File: config.mk
export PLATFORM = sky130hd
export DESIGN_NAME = pgn_mul
export DESIGN_NICKNAME = d
export VERILOG_FILES = /design/src/pgn_mul.sv
export SDC_FILE = /design/constraint.sdc
export NUM_CORES = 2
export LEC_CHECK = 0
export BUFFER_PORTS_ARGS = -buffer_cell sky130_fd_sc_hd__buf_2
export CORE_MARGIN = 2
export CORE_UTILIZATION = 45
export DETAILED_ROUTE_END_ITERATION = 10
export GPL_TIMING_DRIVEN = 0
export PLACE_DENSITY = 0.59
export SLEW_MARGIN = 15
export SYNTH_ARGS = -nofsm -noshare
export SYNTH_HDL_FRONTEND = slang
export SYNTH_SLANG_ARGS = --single-unit
export TNS_END_PERCENT = 50
File: constraint.sdc
create_clock -name clk_i -period 10.3 [get_ports clk_i]
set_input_delay 2.06 -clock clk_i [delete_from_list [all_inputs] [get_ports clk_i]]
set_output_delay 2.06 -clock clk_i [all_outputs]
set_load 0.01 [all_outputs]
File: src/pgn_mul.sv
// Shared signed 33x33 multiplier with a registered product.
// Depends on nothing.
`default_nettype none
module pgn_mul (
  input  wire logic               clk_i,
  input  wire logic signed [32:0] a_i,
  input  wire logic signed [32:0] b_i,
  output logic signed [65:0]      p_o
);

  logic signed [65:0] p_q;

  // one product per cycle
  always_ff @(posedge clk_i) begin
    p_q <= a_i * b_i;
  end

  assign p_o = p_q;

endmodule
`default_nettype wire

=== Yosys cells after proc, flatten, opt, wreduce, memory -nomap -nowiden ===
Cells that the tools add are included.

* Flip-flop bits (word level): 66
* Bits in latches: 0
* Memory bits (writable): 0
* Bits in read-only memories: 0
* Input bits: 67
* Logic and storage cells: 2
* Memories kept: 0

* $add $sub $neg: 0
* $mul: 1
* Divide/modulo/power cells: 0
* Order comparisons: 0
* Equal/unequal tests: 0
* Shifts and indexed selects: 0
* Muxes and demuxes: 0
* Bitwise gates (word level): 0
* Reductions and logical operators: 0

{| class="wikitable"
|+ Operators by type and width
! cell !! count
|-
| multiplier 33 x 33 -> 66 bit || 1
|}

=== Longest topological paths before layout ===
* Depth in word-level cells: 1
* Gate-level depth with buffers: 27
* Mapped depth without buffers: 26

=== Worst setup path before layout ===
Ideal clock, no wire load.

* Kind: input-to-reg
* Start point: input port a_i[32]
* End point: register p_q[62] (netlist: p_o[62])
* Data arrival time: 9.217 ns
* Required time: 10.221 ns
* Setup slack: 1.004 ns
* Cell stages on the path: 23
* Cells stage by stage: clkbuf_1 > nand2_1 > inv_1 > fa_1 > fa_1 > fa_1 > fa_1 > fa_1 > fa_1 > fa_1 > inv_1 > fa_1 > inv_1 > ha_1 > clkbuf_1 > and3_1 > nand3_1 > nand2b_1 > a2111oi_4 > a211oi_4 > a21o_2 > a21o_1 > a211oi_2

* Longest elaborated chain between the ends: 1

{| class="wikitable"
|+ Ends and longest elaborated chain
! item !! RTL line !! source
|-
| start, declared || 6 || <nowiki>input wire logic signed [32:0] a_i,</nowiki>
|-
| multiplier 33 x 33 -> 66 bit || 15 || <nowiki>p_q <= a_i * b_i;</nowiki>
|-
| end signal, assigned || 15 ||
|-
| end, declared || 11 || <nowiki>logic signed [65:0] p_q;</nowiki>
|}

Every way passes these cells.

=== Worst setup path in the final report ===
* Start point: input port a_i[18]
* End point: register p_q[60] (netlist: p_o[60])

Same word-level chain as after synthesis.

==> run metrics <==
RePlAce Congestion=1.05; Vias per Instance=5.41; TritonCTS clock tree=built; pin count of the biggest net entering global routing=27; CP Class=input pin to register; share of post-route cells with drive strength above 1=0.0530; transition time of the tightest slew-check pin=1.21 ns; cell family contributing the most delay on the critical path=adder cells; largest fanout on the critical path=10; Bufs on Longest Clock Path=2; Yosys warnings=0; I/O pins=133; Hold WC Path Type=input pin to register; cell-by-cell trace of the critical path=buf_2 > clkbuf_1 > and2_1 > fa_1 > fa_1 > fa_1 > inv_1 > fa_1 > inv_1 > fa_1 > fa_1 > fa_1 > inv_1 > fa_1 > inv_1 > ha_1 > buf_2 > a21oi_1 > nand2_1 > or3_1 > o311ai_4 > nand3_2 > a31oi_1 > xnor2_1; Maximum Capacitance Violations=0; beginning of the critical path=a_i[18]; part of the Yosys area used for sequential elements=0.0324; Starting DRT DRC Count=2929; setup TNS=0 ns; slowest stage cell on the critical path=clkbuf_1; wire length of the first global-routing pass=217000 um; synthesized netlist net count=5767; input/output buffers=132; First-pass DRT Iterations=5; clock input transition at the sequential cells of the worst setup and hold paths=0.07 ns; critical path required time=10.64 ns; die outline area=0.0929 mm^2; biggest cell delay along the critical path=0.84 ns; WP buf/inv=7; WP data arrival=10.51 ns; number of fill cells=8823; minimum clock period after layout=10.17 ns; cell area after layout=0.0433 mm^2; number of enable-type register cells in the synthesized netlist=0; number of design rule violations left after detail routing=0; Hold Path Depth=2; number of antenna-violating nets in the routed design=0; average detailed-routed wire length per instance=26.0 um; Storage cell area=0.00132 mm^2; core area=0.0899 mm^2; final number of hold-violating endpoints=0; CTS sink count=66; number of standard cells after synthesis=4338; final setup violation count=0; area of the multi-input gates=0.0343 mm^2; RSZ-0062 raised after global routing=yes; HP Start=a_i[0]; die extent in x=305 um; number of levels in the clock H-tree=3; synthesized area per cell=9.39 um^2; vias in the first global route=32800; critical path launch point type=input pin; Global Route Usage Sum=0.329; layout overhead on the synthesized area=6.40%; number of nets in the final layout=5917; DP HPWL=125000 um; total wire length after detailed routing=148000 um; grt ovf=0; post-layout util=0.482; site row count=110; destination of the worst hold path=p_o[0]; run status=completed; initial antenna violation count=23; die outline height=305 um; Final Hold Slack=2.13 ns; Worst Setup End Kind=register; Area after DPL=0.0429 mm^2; normalized max-slew margin=0.193; top flip-flop cell by instance count after synthesis=dfxtp_1; number of max-slew violations in the final report=0; final worst path period share=0.987; Inserted Clock Buffers=9; Initial Util=0.453; most frequent cell on the critical path=fa_1; distinct cell type count after synthesis=80; total vias in the final route=30700; upper clock frequency limit=98.3 MHz; number of flip-flops under the largest register name=66; flip-flop and latch count after synthesis=66; share of flip-flops with an asynchronous set or reset after synthesis=0; cell area after synthesis=0.0407 mm^2; root cell of the clock tree=clkbuf_16
## metal layers
layer  up-vias  share of wire  track usage
met5         -         0.0010            0
met4        16          0.072        0.190
met3       410           0.10       0.0693
met2      1664           0.45        0.506
met1     16000           0.38        0.433
li1      12600              -            -
## stage by stage
step	std cells	setup slack (ns)
3_3_place_gp	5646	-1.74
5_1_grt	5673	-0.0127
6_report	5679	0.130
3_5_place_dp	5646	-1.16
4_1_cts	5661	0.0358
2_1_floorplan	4338	1.00
## worst max-delay path by stage
| stage | cells past startpoint | to | slack, ns |
|---|---|---|---|
| finish | 24 | p_o[60] | 0.13 |
| global route | 26 | p_o[58] | -0.01 |
| CTS | 24 | p_o[58] | 0.04 |
| detailed placement | 24 | p_o[58] | -1.16 |
| global placement | 22 | p_o[64] | -1.74 |
| floorplan | 23 | p_o[62] | 1.00 |
## synth_stat cells (3+ instances only)
master / n / area share
clkbuf_1: 208 / 0.019
o31ai_4: 3 / 0.0016
a211oi_1: 7 / 0.0013
ha_1: 217 / 0.067
a21oi_1: 57 / 0.0070
o21bai_1: 11 / 0.0020
xor2_1: 25 / 0.0054
or2_2: 3 / 0.00046
a21o_1: 36 / 0.0066
nand4_1: 11 / 0.0017
nand3_1: 25 / 0.0031
o211ai_1: 4 / 0.00074
buf_2: 11 / 0.0014
nor2_1: 68 / 0.0063
nand2_1: 551 / 0.051
a211o_1: 6 / 0.0013
and3_1: 5 / 0.00077
o21ai_0: 25 / 0.0031
nor3_1: 7 / 0.00086
dfxtp_1: 66 / 0.032
and4_1: 5 / 0.0011
nand2b_1: 12 / 0.0018
a211oi_2: 3 / 0.00092
nor2b_1: 5 / 0.00077
a21oi_2: 3 / 0.00065
inv_1: 1131 / 0.10
fa_1: 1145 / 0.56
a31oi_1: 8 / 0.0012
o21ai_1: 6 / 0.00074
and2_1: 562 / 0.086
or3_1: 3 / 0.00046
o21a_1: 6 / 0.0011
xnor2_1: 43 / 0.0092
## cells in the final DEF (no fill, tap or decap), drive strengths merged, types with 43 or more instances in the layout
cell and count:
dfxtp 66, nand2 551, xnor2 43, a21oi 61, inv 1131, and2 563, nor2 68, fa 1145
buf 157, clkbuf 210, ha 217
## cell families (layout without fill, tap and decap cells)
logic type      after synthesis  after routing  share of synthesized area
xor+xnor                     68             68                     0.0146
simple gates               1271           1271                      0.158
fa+ha+maj                  1362           1362                      0.629
compound gates              219            219                     0.0407
flops                        66             66                     0.0324
buf+inv                    1352           1507                      0.125
other cells                   0             10                          0
## final cells by class
cell class,instances,area share
diodes,10,0.000577
plain buffers,218,0.0206
clock buffers,9,0.00520
clock inverters,7,0.00162
inverters,1131,0.0980
multi-input cells,2920,0.792
flip-flops and latches,66,0.0305
well taps,1176,0.0340
repair buffers,142,0.0176
## what timing repair did
action | CTS | global route
endpoints found under the setup margin | 14 | 19
hold buffers | 0 | 0
cloned | 0 | 0
buffers inserted | 1 | 9
resized for setup | 17 | 50
pin swaps | 2 | 2
Power is left out: the tool's default activity adds up to more than one toggle a clock period on the data nets, which glitch-free logic cannot reach.
