$ cat src/pgn_pkg.sv
// Shared type, constants and helper functions for the NLL accumulator.
// Holds the log-factorial ROM; no dependencies.
`default_nettype none
package pgn_pkg;

  // ln(2) and ln(2 pi) in Q.32
  localparam logic [31:0]        LN2_Q32   = 32'd2977044472;
  localparam logic signed [63:0] LN2PI_Q32 = 64'sd7893621894;

  // sum clamp limits in Q32.16
  localparam logic signed [63:0] SUM_MAX = 64'sh0000_7FFF_FFFF_FFFF;
  localparam logic signed [63:0] SUM_MIN = -64'sh0000_8000_0000_0000;

  // saturated quotient value
  localparam logic [47:0] QUOT_CAP = 48'h8000_0000_0000;

  // dividend length of the serial divider
  localparam int unsigned DVD_BITS = 80;

  typedef logic signed [47:0] lf_tab_t [256];

  // round half away from zero, then shift right by s
  function automatic logic signed [65:0] round_sh(input logic signed [65:0] v,
                                                  input int unsigned s);
    logic [65:0] m;
    m = v[65] ? 66'(-v) : 66'(v);
    m = (m + (66'd1 << (s - 1))) >> s;
    return v[65] ? $signed(-m) : $signed(m);
  endfunction

  // natural log of a Q16.16 value in Q.32 (elaboration only)
  function automatic longint ln_q32_c(input longint unsigned v);
    longint unsigned x;
    longint unsigned frac;
    longint          l2;
    int              p;
    p    = 0;
    frac = 0;
    for (int i = 1; i < 32; i++) begin
      if ((v >> i) != 0) p = i;
    end
    x = (p <= 30) ? (v << (30 - p)) : (v >> (p - 30));
    for (int i = 0; i < 24; i++) begin
      x    = (x * x) >> 30;
      frac = frac << 1;
      if (x >= (64'd2 << 30)) begin
        x    = x >> 1;
        frac = frac | 64'd1;
      end
    end
    l2 = (longint'(p) - 16) * (64'sd1 << 24) + longint'(frac);
    return longint'(round_sh(66'(l2 * longint'(LN2_Q32)), 24));
  endfunction

  // ln(n!) in Q.32 for n = 0..255
  function automatic lf_tab_t build_lfact();
    lf_tab_t t;
    longint  acc;
    acc  = 0;
    t[0] = '0;
    t[1] = '0;
    for (int k = 2; k < 256; k++) begin
      acc  = acc + ln_q32_c(longint'(k) << 16);
      t[k] = 48'(acc);
    end
    return t;
  endfunction

  localparam lf_tab_t LFACT = build_lfact();

endpackage
`default_nettype wire

$ cat src/pgn_div.sv
// Bit-serial restoring divider, one quotient bit per cycle, saturating.
// Depends on pgn_pkg.
`default_nettype none
module pgn_div (
  input  wire logic        clk_i,
  input  wire logic        rst_ni,
  input  wire logic        start_i,
  input  wire logic [79:0] dvd_i,
  input  wire logic [62:0] den_i,
  output logic             busy_o,
  output logic [47:0]      quo_o
);

  logic        busy_q;
  logic [6:0]  cnt_q;
  logic [79:0] dvd_q;
  logic [62:0] den_q;
  logic [62:0] rem_q;
  logic [47:0] q_q;
  logic        sat_q;
  logic [63:0] r2;
  logic        ge;

  // trial subtract
  assign r2 = {rem_q, dvd_q[79]};
  assign ge = r2 >= {1'b0, den_q};

  always_ff @(posedge clk_i or negedge rst_ni) begin
    if (!rst_ni) begin
      busy_q <= 1'b0;
      cnt_q  <= '0;
      dvd_q  <= '0;
      den_q  <= '0;
      rem_q  <= '0;
      q_q    <= '0;
      sat_q  <= 1'b0;
    end else if (start_i) begin
      busy_q <= 1'b1;
      cnt_q  <= '0;
      dvd_q  <= dvd_i;
      den_q  <= den_i;
      rem_q  <= '0;
      q_q    <= '0;
      sat_q  <= 1'b0;
    end else if (busy_q) begin
      rem_q  <= ge ? 63'(r2 - {1'b0, den_q}) : r2[62:0];
      q_q    <= {q_q[46:0], ge};
      sat_q  <= sat_q | q_q[46];
      dvd_q  <= {dvd_q[78:0], 1'b0};
      cnt_q  <= cnt_q + 7'd1;
      if (cnt_q == 7'(pgn_pkg::DVD_BITS - 1)) busy_q <= 1'b0;
    end
  end

  assign busy_o = busy_q;
  assign quo_o  = sat_q ? pgn_pkg::QUOT_CAP : q_q;

endmodule
`default_nettype wire

$ cat config.mk
export PLATFORM = sky130hd
export DESIGN_NAME = pgn_div
export DESIGN_NICKNAME = d
export VERILOG_FILES = /design/src/pgn_pkg.sv /design/src/pgn_div.sv
export SDC_FILE = /design/constraint.sdc
export NUM_CORES = 1
export LEC_CHECK = 0
export ABC_AREA = 1
export BUFFER_PORTS_ARGS = -buffer_cell sky130_fd_sc_hd__buf_2
export CAP_MARGIN = 0
export CORE_MARGIN = 3
export CORE_UTILIZATION = 48
export CTS_CLUSTER_DIAMETER = 120
export CTS_CLUSTER_SIZE = 30
export DETAILED_ROUTE_END_ITERATION = 10
export GPL_TIMING_DRIVEN = 0
export PLACE_DENSITY = 0.78
export SKIP_CTS_REPAIR_TIMING = 1
export SLEW_MARGIN = 10
export SYNTH_ARGS = -nofsm -noshare
export SYNTH_HDL_FRONTEND = slang
export SYNTH_SLANG_ARGS = --single-unit
$ cat constraint.sdc
create_clock -name clk_i -period 2.1 [get_ports clk_i]
set_input_delay 0.42 -clock clk_i [delete_from_list [all_inputs] [get_ports clk_i]]
set_output_delay 0.42 -clock clk_i [all_outputs]
set_load 0.05 [all_outputs]
After elaboration in Yosys (flattened, before gate mapping):

Index checks and enable logic that the tools add are counted.

* multiplexer cells: 15
* add/sub/neg operators: 2
* bitwise gates (word level): 1
* reduce and logical (&&, ||, !) cells: 1
* $lt $le $gt $ge: 1
* eq/ne operators: 1

Operators with widths (count)
* 2-to-1 mux 63 bit: 3
* 2-to-1 mux 80 bit: 2
* 2-to-1 mux 48 bit: 3
* greater-or-equal comparator 64 x 63 -> 1 bit: 1
* subtractor 63 bit: 1
* 2-to-1 mux 7 bit: 2
* adder 7 x 1 -> 7 bit, second input constant: 1
* == test 7 bit, second input constant: 1
* 2-to-1 mux 1 bit: 5
* nonzero test 2 bit: 1
* bitwise OR 1 bit: 1

* input bits: 146
* register bits: 263

Depth between registers and ports, before layout:

* depth after elaboration: 4
* depth in mapped cells: 19

Least setup slack after synthesis:

OpenSTA, ideal clock, no wires.

* path kind: register -> register
* from: reg dvd_q[79]
* to: reg rem_q[59]
* stages on the path, launching flop included: 20
* setup time: 0.116 ns
* arrival: 2.144 ns
* path slack: -0.160 ns
* path through: dfrtp_1 inv_1 ha_1 inv_1 fa_1 nand2_1 nand2_1 nand3_1 nand2_2 nand2_1 nand2_1 nand2_1 nand3_2 nand2_4 nand2_4 nand2_4 buf_6 nand2_1 nand2_1 nand2_1

* word-level cells in the longest chain between the ends: 4
* elaborated cells on any way between the ends: 5
* those cells by class: add/sub (1); order compare (1); mux (3)

Ends and longest elaborated chain
* from (decl): RTL line pgn_div.sv:16 `logic [79:0] dvd_q;`
* from (signal assigned): RTL line pgn_div.sv:40 `dvd_q <= dvd_i;`
* from (signal assigned): RTL line pgn_div.sv:49 `dvd_q <= {dvd_q[78:0], 1'b0};`
* subtractor 63 bit or greater-or-equal comparator 64 x 63 -> 1 bit (tied branches): RTL line pgn_div.sv:46, pgn_div.sv:26
* 2-to-1 mux 63 bit (*): RTL line pgn_div.sv:46 `rem_q <= ge ? 63'(r2 - {1'b0, den_q}) : r2[62:0];`
* 2-to-1 mux 63 bit (*): RTL line pgn_div.sv:45 `end else if (busy_q) begin`
* 2-to-1 mux 63 bit (*): RTL line pgn_div.sv:37 `end else if (start_i) begin`
* to (signal assigned): RTL line pgn_div.sv:46
* to (decl): RTL line pgn_div.sv:18 `logic [62:0] rem_q;`

Mark *: on every way between the ends. The rest lies on a longest branch, timed or not. The select of a mux whose other input is x is not followed.
A chain may end at the register's enable or synchronous reset.

Final worst setup path:

* from: reg rem_q[57]
* to: reg rem_q[51]

* word-level cells in the longest chain between the ends: 4

Ends and longest elaborated chain
* greater-or-equal comparator 64 x 63 -> 1 bit: RTL line pgn_div.sv:26 `assign ge = r2 >= {1'b0, den_q};`
* 2-to-1 mux 63 bit: RTL line pgn_div.sv:46
* 2-to-1 mux 63 bit: RTL line pgn_div.sv:45
* 2-to-1 mux 63 bit: RTL line pgn_div.sv:37

No other way between the ends. The select of a mux whose other input is x is not followed.

==> impl_results.md <==
- Post-Route WL: about 56000 um
- Relative slew slack: 0.362
- Iteration-0 DRC Markers: 1451
- Critical path launch point type: flop
- Critical R2R Capture: rem_q[51]
- DRT Pass-1 Iters: 6
- Worst Skew: between 0.02 and 0.03 ns
- Fillers: approximately 3300
- CTS Sinks: between 200 and 300
- Via count: approximately 17000
- First-pass GRT wire length: approximately 84000 um
- Global Route Usage Sum: 0.274
- Register area share after synthesis: 0.381
- Leakage power: ~12 nW
- Layout cell share with drive strength beyond 1: 0.173
- Fin Hold WS: roughly 0.11 ns
- Worst-path clk slew: roughly 0.12 ns
- Fin Setup TNS: -24.15 ns
- Busiest grt layer: met2
- CP arrival: 2.95 ns
- CTS Buf Count: 12
- Final Max Tran Viols: 0
- Cell Area, Placed: ~19000 um^2
- CTS tree: built
- Critical path's slowest cell: dfrtp_1
- R2R Setup Slk: -0.46 ns
- Avg WL per Cell: 16.9 um
- Die Y-Extent: between 150 and 200 um
- Post-synthesis net count: 2814
- Crit end category: flop
- Failing checks: negative setup slack
- Crit path cell chain: ha_4, nand2_4, inv_4, nand2_4, nor4_4, nand2_2, nor3_4, nand2_8, nand2_8, clkbuf_16, nand3_4, nand2_2, nand2_1
- # placed instances: approximately 3300
- WHS Endpoint: den_q[32]
- Combinational Power Share: 0.182
- Dominant cell type by area after synthesis: dfrtp_1
- CP required: between 2 and 2.5 ns
- RePlAce Congestion: 1.01
- Met1 GRT Util: 0.377
- Area grow syn2layout: 21.8%
- Reg area: 6580 um^2
- Library cells used by synthesis: 40
- Buffers on Ports: ~190
- Worst R2R Start: rem_q[57]
- Multi-input logic area: about 9300 um^2
- Root Driver: clkbuf_16
- Status: finished, violations left
- HPWL Detailed: ~43000 um
- Design area: around 21000 um^2
- Starting Density: 0.493
- Synth area leaders: dfrtp_1 (38%), nand2_1 (21%), inv_1 (12%)
- Net Switching: about 0.0029 W
- Post-Layout Cell Count: approximately 3300
- Synth warnings: 0
- Final min period: 2.56 ns
- Die area: around 38000 um^2
- Yosys reg bits: about 260
- Crit Path Category: flop to flop
- Worst-Margin Slew: about 0.96 ns
- Routed vias/inst: approximately 5.2
- Drt drc: 0
- Part of the cycle the worst path needs: 1.22
- CTS max path bufs: 3
- Endpoints failing hold: 0
- Commonest non-fill, non-tap cell in the layout: nand2_1
- Clk pwr share: 0.278
- FF-to-FF path depth: 13
- Maximum Capacitance Violations: 0
- Post-Syn Area: about 17000 um^2
- Row count: 68
- I/O pins: roughly 200
- Number of global-route vias before repair: 16100
- RSZ-0062 raised after global routing: true
- Worst skew pair latency: 0.51 ns
- Hold path start: den_i[32]
- Die Width: between 150 and 200 um
- Critical Path Max Stage Delay: 0.44 ns
- Final setup fails: 66
- H-Tree Depth: 1
- Switching Share: 0.287
- Tightest Hold Check Type: input pin to flop
- Achievable frequency: a little under 400 MHz
- P_int: approximately 0.0071 W
- Commonest non-fill, non-tap cells in the layout: nand2_1 (895), inv_1 (540), dfrtp_1 (261)
- Core area: 35100 um^2
- # nets final: around 3100
- WHS Path Cells: 3
- Post-Syn Instances: 2603
- P per Cell Area: 474 nW/um^2
- Worst-path maximum fanout: 7
- Antenna-violating nets left: 0
- Met3 Track Usage GR: 0.0330
- VDD IR max: ~700 uV
- Reg power frac: 0.540
- Synthesized area per cell: between 6 and 7 um^2
- GR Overflow Total: 0
- Setup WS post-layout: -0.455 ns
- Largest net degree at the start of global routing: approximately 110
- Met2 usage: 0.446
- Top-area cell type share of the netlist area: 0.381
- Initial antenna violation count: 10
worst max-delay path, delay by kind of cell (launching register included):
kind	cells	cell delay (ns)
adders and majority gates	1	0.32
buffers and inverters	2	0.27
DFF	1	0.44
and+or+nand+nor	10	1.40
worst max-delay path by stage:
| stage | start | to | slack [ns] | depth (start not counted) |
|---|---|---|---|---|
| 3_3_place_gp | rst_ni | den_q[59] | -4.06 | 1 |
| 2_1_floorplan | dvd_q[79] | rem_q[60] | -0.08 | 19 |
| 5_1_grt | rem_q[57] | rem_q[26] | -0.53 | 14 |
| 3_5_place_dp | start_i | rem_q[23] | -0.79 | 7 |
| 4_1_cts | rem_q[38] | rem_q[59] | -0.71 | 16 |
| 6_report | rem_q[57] | rem_q[51] | -0.46 | 13 |
state kept, by name (all words and copies together), names as in the netlist:
register,count
dvd_q,80
rem_q,63
busy_o,1
sat_q,1
cnt_q,7
den_q,63
q_q,48
per-stage QoR:
stage          power, W  utilization  setup slack, ns
2_1_floorplan   0.00649            -          -0.0830
3_3_place_gp    0.00703        0.538            -4.06
3_5_place_dp    0.00710        0.540           -0.790
4_1_cts         0.00984        0.550           -0.714
5_1_grt          0.0104        0.600           -0.529
6_report        0.00998        0.601           -0.455
kinds of logic (layout without fill, tap and decap cells):
| logic type | Yosys count | in the layout | share of synthesized area |
|---|---|---|---|
| flops | 263 | 263 | 0.381 |
| buf+inv | 645 | 892 | 0.144 |
| xor+xnor | 31 | 31 | 0.0157 |
| simple gates | 1320 | 1322 | 0.310 |
| compound gates | 279 | 279 | 0.102 |
| other cells | 0 | 10 | 0 |
| fa+ha+maj | 65 | 65 | 0.0475 |
cell type report:
class	instances	share of cell area
inverters	561	0.100
multi-input cells	1697	0.442
well taps	455	0.0270
clock buffers	14	0.0161
plain buffers	82	0.0243
flip-flops and latches	263	0.313
diodes	10	0.00119
clock inverters	1	0.000357
repair buffers	234	0.0760
synth_stat cells, drive strengths merged:
cell and n:
nor3 14, a21oi 44, o221ai 79, nand2 975, nand4 15, o21ai 103, nor4 3, a22o 1
o21bai 2, buf 21, xnor2 29, ha 64, nand3 130, clkbuf 63, nand3b 17, xor2 2
nor2 162, inv 559, fa 1, and3 1, o22ai 48, dfrtp 263, or2 2, a21o 2
clkinv 2, and2 1
power groups by stage:
stage / registers [W] / logic (W) / clock network (W)
5_1_grt: 0.00541 / 0.00204 / 0.00299
2_1_floorplan: 0.00546 / 0.00102 / 0
4_1_cts: 0.00539 / 0.00162 / 0.00283
6_report: 0.00539 / 0.00182 / 0.00277
3_3_place_gp: 0.00548 / 0.00156 / 0
3_5_place_dp: 0.00548 / 0.00161 / 0
layer usage:
metal	share of wire	wire (um)
met5	0.00041	23
met4	0.039	2170
met3	0.061	3420
met2	0.46	26100
met1	0.44	24400
(Power assumes the default switching activity.)
